===== src/rtl/core/saca_pkg.sv =====
`timescale 1ns / 1ps
// ----------------------------------------------------------------------------
// saca_pkg
// Shared types and constants for the strand angle cost accumulator.
// ----------------------------------------------------------------------------
package saca_pkg;

    // Default fixed-point settings.
    localparam int SACA_FRAC_BITS = 16;
    localparam int SACA_SUM_WIDTH = 48;

    // Configuration register indexes.
    localparam logic [1:0] CFG_DIR_X = 2'd0;
    localparam logic [1:0] CFG_DIR_Y = 2'd1;
    localparam logic [1:0] CFG_DIR_Z = 2'd2;

    // Shared multiplier operand selections.
    localparam logic [3:0] MS_DOT_X  = 4'd0;
    localparam logic [3:0] MS_DOT_Y  = 4'd1;
    localparam logic [3:0] MS_DOT_Z  = 4'd2;
    localparam logic [3:0] MS_VSQ_X  = 4'd3;
    localparam logic [3:0] MS_VSQ_Y  = 4'd4;
    localparam logic [3:0] MS_VSQ_Z  = 4'd5;
    localparam logic [3:0] MS_DSQ_X  = 4'd6;
    localparam logic [3:0] MS_DSQ_Y  = 4'd7;
    localparam logic [3:0] MS_DSQ_Z  = 4'd8;
    localparam logic [3:0] MS_DEN    = 4'd9;
    localparam logic [3:0] MS_BASE   = 4'd10;
    localparam logic [3:0] MS_PRE_LO = 4'd11;
    localparam logic [3:0] MS_PRE_HI = 4'd12;

    // Square root operand selection.
    localparam logic SQ_SEL_V = 1'b0;
    localparam logic SQ_SEL_D = 1'b1;

    // Divider operand selection.
    localparam logic DV_SEL_RATIO = 1'b0;
    localparam logic DV_SEL_PRE   = 1'b1;

    // Number of square root iterations for a 34-bit radicand.
    localparam int SQ_STEPS = 17;

    // Commands from the controller to the datapath.
    typedef struct packed {
        logic       accept;
        logic       scale;
        logic       mul_en;
        logic [3:0] mul_sel;
        logic       acc_en;
        logic [3:0] acc_sel;
        logic       sq_load;
        logic       sq_step;
        logic       sq_store;
        logic       sq_sel;
        logic       dv_load;
        logic       dv_step;
        logic       dv_sel;
        logic       ratio_take;
        logic       pre_take;
        logic       commit;
    } t_cmd;

    // Status from the datapath to the controller.
    typedef struct packed {
        logic scale_done;
        logic points_two;
        logic out_valid;
    } t_sts;

endpackage


===== src/rtl/core/saca_dp.sv =====
`timescale 1ns / 1ps
// ----------------------------------------------------------------------------
// saca_dp
// Datapath: point history, scaling, shared multiplier, square root and
// divider units, saturating accumulator and the output register.
// ----------------------------------------------------------------------------
module saca_dp
    import saca_pkg::*;
#(
    parameter int FRAC_BITS = SACA_FRAC_BITS,
    parameter int SUM_WIDTH = SACA_SUM_WIDTH
) (
    input  logic        i_clk,
    input  logic        i_rst_n,
    input  t_cmd        i_cmd,
    output t_sts        o_sts,
    input  logic [31:0] i_pos_x,
    input  logic [31:0] i_pos_y,
    input  logic [31:0] i_pos_z,
    input  logic [31:0] i_radius,
    input  logic        i_last,
    input  logic        i_cfg_we,
    input  logic [1:0]  i_cfg_index,
    input  logic [31:0] i_cfg_data,
    input  logic        i_out_ready,
    output logic        o_out_valid,
    output logic [47:0] o_total_cost,
    output logic [15:0] o_segments
);

    localparam int NUM_W = 34 + FRAC_BITS;
    localparam int DEN_W = 34;
    localparam int DOT_W = 36;
    localparam int MW    = (FRAC_BITS + 2 > 18) ? FRAC_BITS + 2 : 18;
    localparam int PW    = (3 * FRAC_BITS + 4 > 65) ? 3 * FRAC_BITS + 4 : 65;
    localparam int PRE_W = 2 * FRAC_BITS + 2;
    localparam logic [FRAC_BITS:0] ONE_FIX = {1'b1, {FRAC_BITS{1'b0}}};
    localparam logic [SUM_WIDTH-1:0] SUM_MAX = {SUM_WIDTH{1'b1}};

    // Configuration and strand state.
    logic signed [31:0] r_dir [3];
    logic signed [31:0] r_prev [3];
    logic [31:0]        r_prev_r;
    logic [1:0]         r_points;
    logic [SUM_WIDTH-1:0] r_sum;
    logic [15:0]        r_cnt;

    // Segment working registers.
    logic [32:0]             r_vm [3];
    logic                    r_vs [3];
    logic [31:0]             r_dm [3];
    logic                    r_ds [3];
    logic [32:0]             r_rsum;
    logic signed [DOT_W-1:0] r_dot;
    logic [DEN_W-1:0]        r_nv2;
    logic [DEN_W-1:0]        r_nd2;
    logic [16:0]             r_nv;
    logic [16:0]             r_nd;
    logic [DEN_W-1:0]        r_den;
    logic [FRAC_BITS:0]      r_base;
    logic [FRAC_BITS:0]      r_sq;
    logic [PRE_W-1:0]        r_pre;
    logic                    r_rs0;
    logic [PW-1:0]           r_pp;
    logic signed [2*MW-1:0]  r_prod;

    // Square root and divider registers.
    logic [DEN_W-1:0] r_sq_rem;
    logic [DEN_W-1:0] r_sq_res;
    logic [DEN_W-1:0] r_sq_bit;
    logic [DEN_W:0]   r_dv_rem;
    logic [NUM_W-1:0] r_dv_quo;
    logic [DEN_W-1:0] r_dv_den;

    // Output register.
    logic        r_out_valid;
    logic [47:0] r_out_total;
    logic [15:0] r_out_segs;

    // Signed operand from a sign and a 16-bit magnitude.
    function automatic logic signed [MW-1:0] f_sgn(input logic s, input logic [15:0] m);
        logic signed [MW-1:0] v;
        v = MW'(m);
        return s ? -v : v;
    endfunction

    // Scaling status: any component still at or above 2^16.
    logic v_big, d_big;
    assign v_big = (|r_vm[0][32:16]) | (|r_vm[1][32:16]) | (|r_vm[2][32:16]);
    assign d_big = (|r_dm[0][31:16]) | (|r_dm[1][31:16]) | (|r_dm[2][31:16]);

    assign o_sts.scale_done = !v_big && !d_big;
    assign o_sts.points_two = (r_points == 2'd2);
    assign o_sts.out_valid  = r_out_valid;

    // Shared multiplier operand selection.
    logic signed [MW-1:0] mul_a, mul_b;
    always_comb begin
        unique case (i_cmd.mul_sel)
            MS_DOT_X: begin
                mul_a = f_sgn(r_vs[0], r_vm[0][15:0]);
                mul_b = f_sgn(r_ds[0], r_dm[0][15:0]);
            end
            MS_DOT_Y: begin
                mul_a = f_sgn(r_vs[1], r_vm[1][15:0]);
                mul_b = f_sgn(r_ds[1], r_dm[1][15:0]);
            end
            MS_DOT_Z: begin
                mul_a = f_sgn(r_vs[2], r_vm[2][15:0]);
                mul_b = f_sgn(r_ds[2], r_dm[2][15:0]);
            end
            MS_VSQ_X: begin
                mul_a = MW'(r_vm[0][15:0]);
                mul_b = MW'(r_vm[0][15:0]);
            end
            MS_VSQ_Y: begin
                mul_a = MW'(r_vm[1][15:0]);
                mul_b = MW'(r_vm[1][15:0]);
            end
            MS_VSQ_Z: begin
                mul_a = MW'(r_vm[2][15:0]);
                mul_b = MW'(r_vm[2][15:0]);
            end
            MS_DSQ_X: begin
                mul_a = MW'(r_dm[0][15:0]);
                mul_b = MW'(r_dm[0][15:0]);
            end
            MS_DSQ_Y: begin
                mul_a = MW'(r_dm[1][15:0]);
                mul_b = MW'(r_dm[1][15:0]);
            end
            MS_DSQ_Z: begin
                mul_a = MW'(r_dm[2][15:0]);
                mul_b = MW'(r_dm[2][15:0]);
            end
            MS_DEN: begin
                mul_a = MW'(r_nv);
                mul_b = MW'(r_nd);
            end
            MS_BASE: begin
                mul_a = MW'(r_base);
                mul_b = MW'(r_base);
            end
            MS_PRE_LO: begin
                mul_a = MW'(r_pre[FRAC_BITS:0]);
                mul_b = MW'(r_sq);
            end
            MS_PRE_HI: begin
                mul_a = MW'(r_pre[PRE_W-1:FRAC_BITS+1]);
                mul_b = MW'(r_sq);
            end
            default: begin
                mul_a = '0;
                mul_b = '0;
            end
        endcase
    end

    // Segment vector and radius sum at the accepting edge.
    logic signed [32:0] v_new [3];
    logic [31:0]        in_pos [3];
    assign in_pos[0] = i_pos_x;
    assign in_pos[1] = i_pos_y;
    assign in_pos[2] = i_pos_z;
    always_comb begin
        for (int i = 0; i < 3; i++) begin
            v_new[i] = 33'(signed'(in_pos[i])) - 33'(r_prev[i]);
        end
    end

    // Square root step.
    logic [DEN_W-1:0] sq_t;
    assign sq_t = r_sq_res + r_sq_bit;

    // Divider step.
    logic [DEN_W:0] dv_sh;
    assign dv_sh = {r_dv_rem[DEN_W-1:0], r_dv_quo[NUM_W-1]};

    // Magnitude of the dot product.
    logic [DOT_W-1:0] dot_mag;
    assign dot_mag = r_dot[DOT_W-1] ? DOT_W'(-r_dot) : DOT_W'(r_dot);

    // Final term and saturating sum.
    logic [PW-1:0]   term;
    logic            term_sat;
    logic [PW:0]     sum_ext;
    logic [SUM_WIDTH-1:0] sum_next;
    assign term     = r_pp >> FRAC_BITS;
    assign term_sat = r_rs0 || ((r_pp >> 64) != '0);
    assign sum_ext  = (PW+1)'(r_sum) + (PW+1)'(term);
    assign sum_next = (term_sat || ((sum_ext >> SUM_WIDTH) != '0)) ? SUM_MAX
                                                                   : SUM_WIDTH'(sum_ext);

    // Configuration registers.
    always_ff @(posedge i_clk) begin
        if (!i_rst_n) begin
            for (int i = 0; i < 3; i++) begin
                r_dir[i] <= '0;
            end
        end else if (i_cfg_we) begin
            unique case (i_cfg_index)
                CFG_DIR_X: r_dir[0] <= i_cfg_data;
                CFG_DIR_Y: r_dir[1] <= i_cfg_data;
                CFG_DIR_Z: r_dir[2] <= i_cfg_data;
                default: ;
            endcase
        end
    end

    // Strand state and output register.
    always_ff @(posedge i_clk) begin
        if (!i_rst_n) begin
            for (int i = 0; i < 3; i++) begin
                r_prev[i] <= '0;
            end
            r_prev_r    <= '0;
            r_points    <= '0;
            r_sum       <= '0;
            r_cnt       <= '0;
            r_out_valid <= 1'b0;
        end else begin
            if (i_out_ready) begin
                r_out_valid <= 1'b0;
            end
            if (i_cmd.accept && i_last) begin
                r_out_valid <= 1'b1;
                r_out_total <= 48'(64'(r_sum));
                r_out_segs  <= r_cnt;
                for (int i = 0; i < 3; i++) begin
                    r_prev[i] <= '0;
                end
                r_prev_r <= '0;
                r_points <= '0;
                r_sum    <= '0;
                r_cnt    <= '0;
            end else if (i_cmd.accept) begin
                for (int i = 0; i < 3; i++) begin
                    r_prev[i] <= in_pos[i];
                end
                r_prev_r <= i_radius;
                if (r_points != 2'd2) begin
                    r_points <= r_points + 2'd1;
                end
            end
            if (i_cmd.commit) begin
                r_sum <= sum_next;
                if (r_cnt != 16'hFFFF) begin
                    r_cnt <= r_cnt + 16'd1;
                end
            end
        end
    end

    // Segment arithmetic.
    always_ff @(posedge i_clk) begin
        // Capture the segment vector and direction magnitudes.
        if (i_cmd.accept) begin
            for (int i = 0; i < 3; i++) begin
                r_vs[i] <= v_new[i][32];
                r_vm[i] <= v_new[i][32] ? 33'(-v_new[i]) : 33'(v_new[i]);
                r_ds[i] <= r_dir[i][31];
                r_dm[i] <= r_dir[i][31] ? 32'(-r_dir[i]) : 32'(r_dir[i]);
            end
            r_rsum <= 33'(r_prev_r) + 33'(i_radius);
            r_dot  <= '0;
            r_nv2  <= '0;
            r_nd2  <= '0;
        end

        // Scale both vectors down one bit a cycle until they fit 16 bits.
        if (i_cmd.scale) begin
            for (int i = 0; i < 3; i++) begin
                if (v_big) begin
                    r_vm[i] <= r_vm[i] >> 1;
                end
                if (d_big) begin
                    r_dm[i] <= r_dm[i] >> 1;
                end
            end
        end

        // Shared multiplier, registered.
        if (i_cmd.mul_en) begin
            r_prod <= mul_a * mul_b;
        end

        // Accumulate or store the registered product.
        if (i_cmd.acc_en) begin
            unique case (i_cmd.acc_sel)
                MS_DOT_X, MS_DOT_Y, MS_DOT_Z: r_dot <= r_dot + DOT_W'(r_prod);
                MS_VSQ_X, MS_VSQ_Y, MS_VSQ_Z: r_nv2 <= r_nv2 + r_prod[DEN_W-1:0];
                MS_DSQ_X, MS_DSQ_Y, MS_DSQ_Z: r_nd2 <= r_nd2 + r_prod[DEN_W-1:0];
                MS_DEN:    r_den <= r_prod[DEN_W-1:0];
                MS_BASE:   r_sq  <= r_prod[2*FRAC_BITS:FRAC_BITS];
                MS_PRE_LO: r_pp  <= PW'(r_prod[PRE_W-1:0]);
                MS_PRE_HI: r_pp  <= r_pp + (PW'(r_prod[PRE_W-1:0]) << (FRAC_BITS + 1));
                default: ;
            endcase
        end

        // Square root, one result bit per iteration.
        if (i_cmd.sq_load) begin
            r_sq_rem <= (i_cmd.sq_sel == SQ_SEL_D) ? r_nd2 : r_nv2;
            r_sq_res <= '0;
            r_sq_bit <= DEN_W'(1) << 32;
        end else if (i_cmd.sq_step) begin
            if (r_sq_rem >= sq_t) begin
                r_sq_rem <= r_sq_rem - sq_t;
                r_sq_res <= (r_sq_res >> 1) + r_sq_bit;
            end else begin
                r_sq_res <= r_sq_res >> 1;
            end
            r_sq_bit <= r_sq_bit >> 2;
        end
        if (i_cmd.sq_store) begin
            if (i_cmd.sq_sel == SQ_SEL_D) begin
                r_nd <= r_sq_res[16:0];
            end else begin
                r_nv <= r_sq_res[16:0];
            end
        end

        // Restoring divider, one quotient bit per cycle.
        if (i_cmd.dv_load) begin
            r_dv_rem <= '0;
            if (i_cmd.dv_sel == DV_SEL_PRE) begin
                r_dv_quo <= NUM_W'(1) << (1 + 2 * FRAC_BITS);
                r_dv_den <= DEN_W'(r_rsum);
            end else begin
                r_dv_quo <= {dot_mag[NUM_W-FRAC_BITS-1:0], {FRAC_BITS{1'b0}}};
                r_dv_den <= r_den;
            end
        end else if (i_cmd.dv_step) begin
            if (dv_sh >= {1'b0, r_dv_den}) begin
                r_dv_rem <= dv_sh - {1'b0, r_dv_den};
                r_dv_quo <= {r_dv_quo[NUM_W-2:0], 1'b1};
            end else begin
                r_dv_rem <= dv_sh;
                r_dv_quo <= {r_dv_quo[NUM_W-2:0], 1'b0};
            end
        end

        // Ratio clamped to one, then the base term.
        if (i_cmd.ratio_take) begin
            if (r_den == '0) begin
                r_base <= ONE_FIX;
            end else if (r_dv_quo > NUM_W'(ONE_FIX)) begin
                r_base <= '0;
            end else begin
                r_base <= ONE_FIX - r_dv_quo[FRAC_BITS:0];
            end
        end

        // Radius weight.
        if (i_cmd.pre_take) begin
            r_pre <= r_dv_quo[PRE_W-1:0];
            r_rs0 <= (r_rsum == '0);
        end
    end

    assign o_out_valid  = r_out_valid;
    assign o_total_cost = r_out_total;
    assign o_segments   = r_out_segs;

endmodule


===== src/rtl/core/saca_ctrl.sv =====
`timescale 1ns / 1ps
// ----------------------------------------------------------------------------
// saca_ctrl
// Controller: sequences the per-segment arithmetic through the datapath.
// ----------------------------------------------------------------------------
module saca_ctrl
    import saca_pkg::*;
#(
    parameter int FRAC_BITS = SACA_FRAC_BITS
) (
    input  logic i_clk,
    input  logic i_rst_n,
    input  logic i_in_valid,
    input  logic i_in_last,
    output logic o_in_ready,
    input  logic i_out_ready,
    input  t_sts i_sts,
    output t_cmd o_cmd
);

    localparam int NUM_W = 34 + FRAC_BITS;
    localparam int CW    = $clog2(NUM_W + 2);

    localparam logic [3:0] S_IDLE  = 4'd0;
    localparam logic [3:0] S_SCALE = 4'd1;
    localparam logic [3:0] S_MAC   = 4'd2;
    localparam logic [3:0] S_SQV   = 4'd3;
    localparam logic [3:0] S_SQD   = 4'd4;
    localparam logic [3:0] S_DEN   = 4'd5;
    localparam logic [3:0] S_DIVR  = 4'd6;
    localparam logic [3:0] S_BASE  = 4'd7;
    localparam logic [3:0] S_DIVP  = 4'd8;
    localparam logic [3:0] S_PRE   = 4'd9;
    localparam logic [3:0] S_ACC   = 4'd10;

    logic [3:0]    r_state, n_state;
    logic [CW-1:0] r_cnt, n_cnt;
    logic          in_ready;
    logic          accept;

    // A last point needs the output register; other points do not.
    assign in_ready   = (r_state == S_IDLE) && (!i_sts.out_valid || i_out_ready || !i_in_last);
    assign accept     = in_ready && i_in_valid;
    assign o_in_ready = in_ready;

    // Next state and command decode.
    always_comb begin
        n_state = r_state;
        n_cnt   = r_cnt + CW'(1);
        o_cmd   = '0;
        o_cmd.accept = accept;
        unique case (r_state)
            S_IDLE: begin
                n_cnt = '0;
                if (accept && !i_in_last && i_sts.points_two) begin
                    n_state = S_SCALE;
                end
            end
            S_SCALE: begin
                n_cnt = '0;
                if (i_sts.scale_done) begin
                    n_state = S_MAC;
                end else begin
                    o_cmd.scale = 1'b1;
                end
            end
            S_MAC: begin
                o_cmd.mul_en  = (r_cnt < CW'(9));
                o_cmd.mul_sel = 4'(r_cnt);
                o_cmd.acc_en  = (r_cnt != '0);
                o_cmd.acc_sel = 4'(r_cnt - CW'(1));
                if (r_cnt == CW'(9)) begin
                    n_state = S_SQV;
                    n_cnt   = '0;
                end
            end
            S_SQV, S_SQD: begin
                o_cmd.sq_sel   = (r_state == S_SQD) ? SQ_SEL_D : SQ_SEL_V;
                o_cmd.sq_load  = (r_cnt == '0);
                o_cmd.sq_step  = (r_cnt != '0) && (r_cnt <= CW'(SQ_STEPS));
                o_cmd.sq_store = (r_cnt == CW'(SQ_STEPS + 1));
                if (r_cnt == CW'(SQ_STEPS + 1)) begin
                    n_state = (r_state == S_SQD) ? S_DEN : S_SQD;
                    n_cnt   = '0;
                end
            end
            S_DEN, S_BASE: begin
                o_cmd.mul_sel = (r_state == S_DEN) ? MS_DEN : MS_BASE;
                o_cmd.acc_sel = o_cmd.mul_sel;
                o_cmd.mul_en  = (r_cnt == '0);
                o_cmd.acc_en  = (r_cnt != '0);
                if (r_cnt != '0) begin
                    n_state = (r_state == S_DEN) ? S_DIVR : S_DIVP;
                    n_cnt   = '0;
                end
            end
            S_DIVR, S_DIVP: begin
                o_cmd.dv_sel  = (r_state == S_DIVP) ? DV_SEL_PRE : DV_SEL_RATIO;
                o_cmd.dv_load = (r_cnt == '0);
                o_cmd.dv_step = (r_cnt != '0) && (r_cnt <= CW'(NUM_W));
                if (r_cnt == CW'(NUM_W + 1)) begin
                    o_cmd.ratio_take = (r_state == S_DIVR);
                    o_cmd.pre_take   = (r_state == S_DIVP);
                    n_state = (r_state == S_DIVR) ? S_BASE : S_PRE;
                    n_cnt   = '0;
                end
            end
            S_PRE: begin
                o_cmd.mul_en  = (r_cnt != CW'(2));
                o_cmd.mul_sel = (r_cnt == '0) ? MS_PRE_LO : MS_PRE_HI;
                o_cmd.acc_en  = (r_cnt != '0);
                o_cmd.acc_sel = (r_cnt == CW'(1)) ? MS_PRE_LO : MS_PRE_HI;
                if (r_cnt == CW'(2)) begin
                    n_state = S_ACC;
                    n_cnt   = '0;
                end
            end
            S_ACC: begin
                o_cmd.commit = 1'b1;
                n_state      = S_IDLE;
                n_cnt        = '0;
            end
            default: begin
                n_state = S_IDLE;
                n_cnt   = '0;
            end
        endcase
    end

    // State registers.
    always_ff @(posedge i_clk) begin
        if (!i_rst_n) begin
            r_state <= S_IDLE;
            r_cnt   <= '0;
        end else begin
            r_state <= n_state;
            r_cnt   <= n_cnt;
        end
    end

endmodule


===== src/rtl/core/strand_angle_cost_accumulator_top.sv =====
`timescale 1ns / 1ps
// Flow: a point that closes no counted segment is taken while the block is idle; a point that
// closes a counted segment stalls the input while the segment is scaled, multiplied, rooted
// and divided, set mostly by the bit-serial divider run twice.
// A last point waits while an untaken result is held; its result shows in the next cycle.
// No new point is taken until a segment's arithmetic ends. Reset is synchronous, active low,
// and clears the direction registers, the strand state and the output valid.
// ----------------------------------------------------------------------------
// strand_angle_cost_accumulator_top
// Streams strand control points and emits the saturating angle cost sum and
// the segment count on the last point of each strand.
// ----------------------------------------------------------------------------
module strand_angle_cost_accumulator_top
    import saca_pkg::*;
#(
    parameter int FRAC_BITS = SACA_FRAC_BITS,
    parameter int SUM_WIDTH = SACA_SUM_WIDTH
) (
    input  logic         i_clk,
    input  logic         i_rst_n,
    // Point stream.
    input  logic         s_axis_tvalid,
    output logic         s_axis_tready,
    input  logic [127:0] s_axis_tdata,  // pos_x, pos_y, pos_z, point_radius
    input  logic         s_axis_tlast,  // last_point
    // Result stream.
    output logic         m_axis_tvalid,
    input  logic         m_axis_tready,
    output logic [63:0]  m_axis_tdata,  // total_cost[47:0], segments_used[63:48]
    // Configuration write channel.
    input  logic         i_cfg_valid,
    output logic         o_cfg_ready,
    input  logic [1:0]   i_cfg_index,
    input  logic [31:0]  i_cfg_data
);

    t_cmd        cmd;
    t_sts        sts;
    logic [47:0] total_cost;
    logic [15:0] segments;

    assign o_cfg_ready = 1'b1;

    // Sequencer.
    saca_ctrl #(
        .FRAC_BITS (FRAC_BITS)
    ) u_ctrl (
        .i_clk       (i_clk),
        .i_rst_n     (i_rst_n),
        .i_in_valid  (s_axis_tvalid),
        .i_in_last   (s_axis_tlast),
        .o_in_ready  (s_axis_tready),
        .i_out_ready (m_axis_tready),
        .i_sts       (sts),
        .o_cmd       (cmd)
    );

    // Arithmetic and state.
    saca_dp #(
        .FRAC_BITS (FRAC_BITS),
        .SUM_WIDTH (SUM_WIDTH)
    ) u_dp (
        .i_clk        (i_clk),
        .i_rst_n      (i_rst_n),
        .i_cmd        (cmd),
        .o_sts        (sts),
        .i_pos_x      (s_axis_tdata[31:0]),
        .i_pos_y      (s_axis_tdata[63:32]),
        .i_pos_z      (s_axis_tdata[95:64]),
        .i_radius     (s_axis_tdata[127:96]),
        .i_last       (s_axis_tlast),
        .i_cfg_we     (i_cfg_valid),
        .i_cfg_index  (i_cfg_index),
        .i_cfg_data   (i_cfg_data),
        .i_out_ready  (m_axis_tready),
        .o_out_valid  (m_axis_tvalid),
        .o_total_cost (total_cost),
        .o_segments   (segments)
    );

    assign m_axis_tdata = {segments, total_cost};

endmodule


===== config.mk =====
export PLATFORM = sky130hd
export DESIGN_NAME = strand_angle_cost_accumulator_top
export DESIGN_NICKNAME = d
export VERILOG_FILES = /design/src/rtl/core/saca_pkg.sv /design/src/rtl/core/saca_dp.sv /design/src/rtl/core/saca_ctrl.sv /design/src/rtl/core/strand_angle_cost_accumulator_top.sv
export SDC_FILE = /design/constraint.sdc
export NUM_CORES = 2
export LEC_CHECK = 0
export BUFFER_PORTS_ARGS = -buffer_cell sky130_fd_sc_hd__buf_2
export CAP_MARGIN = 30
export CORE_AREA = 2 2 494 349
export CTS_CLUSTER_SIZE = 10
export DETAILED_ROUTE_END_ITERATION = 7
export DIE_AREA = 0 0 496 351
export PLACE_DENSITY = 0.7
export SLEW_MARGIN = 0
export SYNTH_ARGS = -nofsm -noshare
export SYNTH_HDL_FRONTEND = slang
export SYNTH_SLANG_ARGS = --single-unit
export TNS_END_PERCENT = 1

===== constraint.sdc =====
create_clock -name i_clk -period 9.2 [get_ports i_clk]
set_input_delay 0.46 -clock i_clk [delete_from_list [all_inputs] [get_ports i_clk]]
set_output_delay 0.46 -clock i_clk [all_outputs]
set_load 0.005 [all_outputs]

==> results.md <==
- RSZ-0062 raised after global routing: yes
- Syn Nets: 10100
- TritonCTS clock tree: built
- Setup_tns: 0 ns
- WP data required: 9.71 ns
- Fillcell total: 14800
- First-pass GRT wire length: 408 mm
- Worst-path clk slew: 0.06 ns
- Top cell type's share of synthesized area: 29.6%
- Adder-cell area share of the yosys netlist: 15.9%
- Clock buffer count from CTS: 136
- Clk root buf: clkbuf_16
- Vias in the first global route: 68100
- FFs w/ async S/R, synth: 0%
- Fin area: 97700 µm²
- Synth area leader: edfxtp_1
- WP data arrival: 9.71 ns
- Vias/cell: 5.99
- Final Skew: 0.0574 ns
- Initial antenna violation count: 10
- Post-synth EDFFs: 830
- DP Area: 91200 µm²
- Die ar.: 174000 µm²
- Leading post-synthesis cells by cell area: edfxtp_1 (30%), fa_1 (8.1%), ha_1 (7.8%), dfxtp_1 (7.1%), a21oi_1 (4.1%)
- Io pins: 235
- Compound-gate portion of the synthesized area: 17.7%
- Largest family of logic cells by synthesized area: compound AO/OA/AOI/OAI gates
- Mapped Area: 84300 µm²
- Net count, final: 10800
- Worst-skew pair later-pin latency: 0.79 ns
- Synthesized area per cell: 9.28 µm²
- CP max stage delay: 0.71 ns
- Initial Utilization: 49.7%
- Via count: 72600
- Port bufs: 233
- Pre-antenna DRT Iters: 8
- Ratio of cells with drive above 1 in the final layout: 12.6%
- Setup Viol. Count Final: 0
- Routability congestion estimate: 1.02
- Ys flop type: edfxtp_1
- Row Count: 127
- Flops & latches, synth: 1128
- Cells after DPL: 11700
- DR iter-0 viols: 8364
- CP endpoint kind: flop
- Pins Over Slew Limit: 0
- Synth warn: 0
- Synth Instances: 9086
- Post-Synth Simple-Gate Area: 16.3%
- CTS Sinks: 1128
- GRT overflow: 0
- Placeable Area: 170000 µm²
- XOR/XNOR share of the synthesized area: 7.40%
- Global-route usage over all layers: 30.3%
- Finished Layout Cells: 12100
- Commonest non-fill, non-tap cell in the layout: nand2_1
- Worst slew pin tran: 1.04 ns
- Worst min path class: primary input to flop
- DP HPWL: 205 mm
- Antenna Nets Post-Route: 0
- Chip Height: 351 µm
- Routed WL per cell: 22.2 µm
- Crit Path Class: flop to flop
- Proportion of synthesized area in mux cells: 1.09%
- Die X: 496 µm
- Crit-path max FO: 5
- Largest net degree at the start of global routing: 154
- Area grow syn2layout: 15.9%
- Final period util: 100%
- Minimum clock period: 9.20 ns
- DR DRC count: 4
- Crit path top cell by count: fa_1
- Worst relative slew slack: 29.5%
- Cell at the slowest stage of the critical path: a222oi_1
- Failing checks: DRC
- Startpoint types: flop
- Count of cell types in the netlist: 106
- Max_cap viols: 0
- Most frequent cells in the layout: nand2_1 (891), edfxtp_1 (830), inv_1 (713)
- Fin. Hold Viols: 0
- Seq/Total Area, Yosys: 36.6%
- Longest Clk Path Bufs: 3
- Status: finished with violations
- Maximum clock frequency: 109 MHz
- Drt total wl: 269 mm
- H-tree depth: 4
## routing by layer
layer	part of all wire, %	global-route usage, %	wire, µm	vias up
li1	-	-	-	33800
met1	46	46.3	125000	35200
met2	41	42.9	110000	3143
met3	11	7.06	28700	346
met4	2.2	6.79	5870	6
met5	0.018	0	49	-
## synthesized netlist by cell type, types with 78 or more instances
master,count
a211oi_1,90
a21o_1,196
a21oi_1,689
a31oi_1,78
and2_1,206
and3_1,97
clkbuf_1,305
dfxtp_1,298
edfxtp_1,830
fa_1,340
ha_1,528
inv_1,731
nand2_1,909
nand2b_1,86
nand3_1,250
nor2_1,700
nor3_1,133
nor4_1,88
o21a_1,79
o21ai_0,528
o31ai_1,106
or3_1,78
xnor2_1,353
xor2_1,359
## through the flow
step / utilization [%] / setup slack, ns / hold WS, ns
5_1_grt: 57.5 / -0.186 / 0.0135
3_5_place_dp: 53.7 / -0.386 / 0.452
4_1_cts: 57.1 / 0.00498 / 0.000108
3_3_place_gp: 53.6 / -0.355 / 0.446
2_1_floorplan: - / 0.126 / 0.434
6_report: 57.6 / 0.00137 / 0.0352
## state kept, by name, indices dropped and copies added, names as in the netlist, 34 cells and up
| name | flops |
|---|---|
| u_dp.r_dm | 96 |
| u_dp.o_total_cost | 48 |
| u_dp.r_dv_quo | 50 |
| u_dp.r_pp | 49 |
| u_dp.r_prod | 36 |
| u_dp.r_dv_rem | 34 |
| u_dp.r_den | 34 |
| u_dp.r_pre | 34 |
| u_dp.r_sq_res | 34 |
| u_dp.r_dir | 96 |
| u_dp.r_nd2 | 34 |
| u_dp.r_dot | 36 |
| u_dp.r_nv2 | 34 |
| u_dp.r_prev | 96 |
| u_dp.r_sq_rem | 34 |
| u_dp.r_vm | 99 |
| u_dp.r_dv_den | 34 |
| u_dp.r_sum | 48 |
## critical path: cells and delay by family (launching register included)
| kind | cells | cell delay [ns] |
|---|---|---|
| fa+ha+maj | 8 | 3.33 |
| compound gates | 9 | 2.22 |
| simple gates | 10 | 2.10 |
| buf+inv | 7 | 0.79 |
| flops | 1 | 0.33 |
| xor+xnor | 1 | 0.14 |
## final cells by class
class / count / area (µm²) / area share [%]
clock inverters: 23 / 334 / 0.342
well taps: 2257 / 2820 / 2.89
repair buffers: 904 / 7020 / 7.19
multi-input cells: 6861 / 50000 / 51.2
clock buffers: 200 / 3790 / 3.88
flip-flops and latches: 1128 / 30900 / 31.6
diodes: 6 / 15.0 / 0.0154
inverters: 734 / 2760 / 2.83
## cell families (layout without fill, tap and decap cells)
kind of cell | Yosys count | in the layout
simple gates | 2866 | 2866
compound gates | 2324 | 2324
flops | 1128 | 1128
buf+inv | 1097 | 1861
fa+ha+maj | 868 | 868
xor+xnor | 712 | 712
mux | 90 | 90
other cells | 1 | 7
## path summary, 6_finish.rpt
kind / from / end / slack (ns) / cells after the start
setup / recovery: u_ctrl.r_cnt[1]$_SDFF_PN0_ / u_dp.r_prod[34]$_DFFE_PP_ / 0.001 / 35
hold reg to reg: u_dp.r_prev_r[26]$_SDFFE_PP0P_ / u_dp.r_prev_r[26]$_SDFFE_PP0P_ / 0.46 / 2
setup reg to reg: u_ctrl.r_cnt[1]$_SDFF_PN0_ / u_dp.r_prod[34]$_DFFE_PP_ / 0.001 / 35
hold / removal: i_cfg_data[18] / u_dp.r_dir[0][50]$_DFFE_PP_ / 0.04 / 2
## timing repair
action                                 4_1_cts  5_1_grt
pin swaps                                   47       94
gates resized for setup                     64      126
setup buffers                               18       27
gates cloned                                 0        1
setup endpoints to repair                    8       10
endpoints found under the hold margin      127        0
hold buffers                               120        0
Power is not shown: default switching activity piles up to over one toggle a cycle in this logic, so the estimate is an artifact.
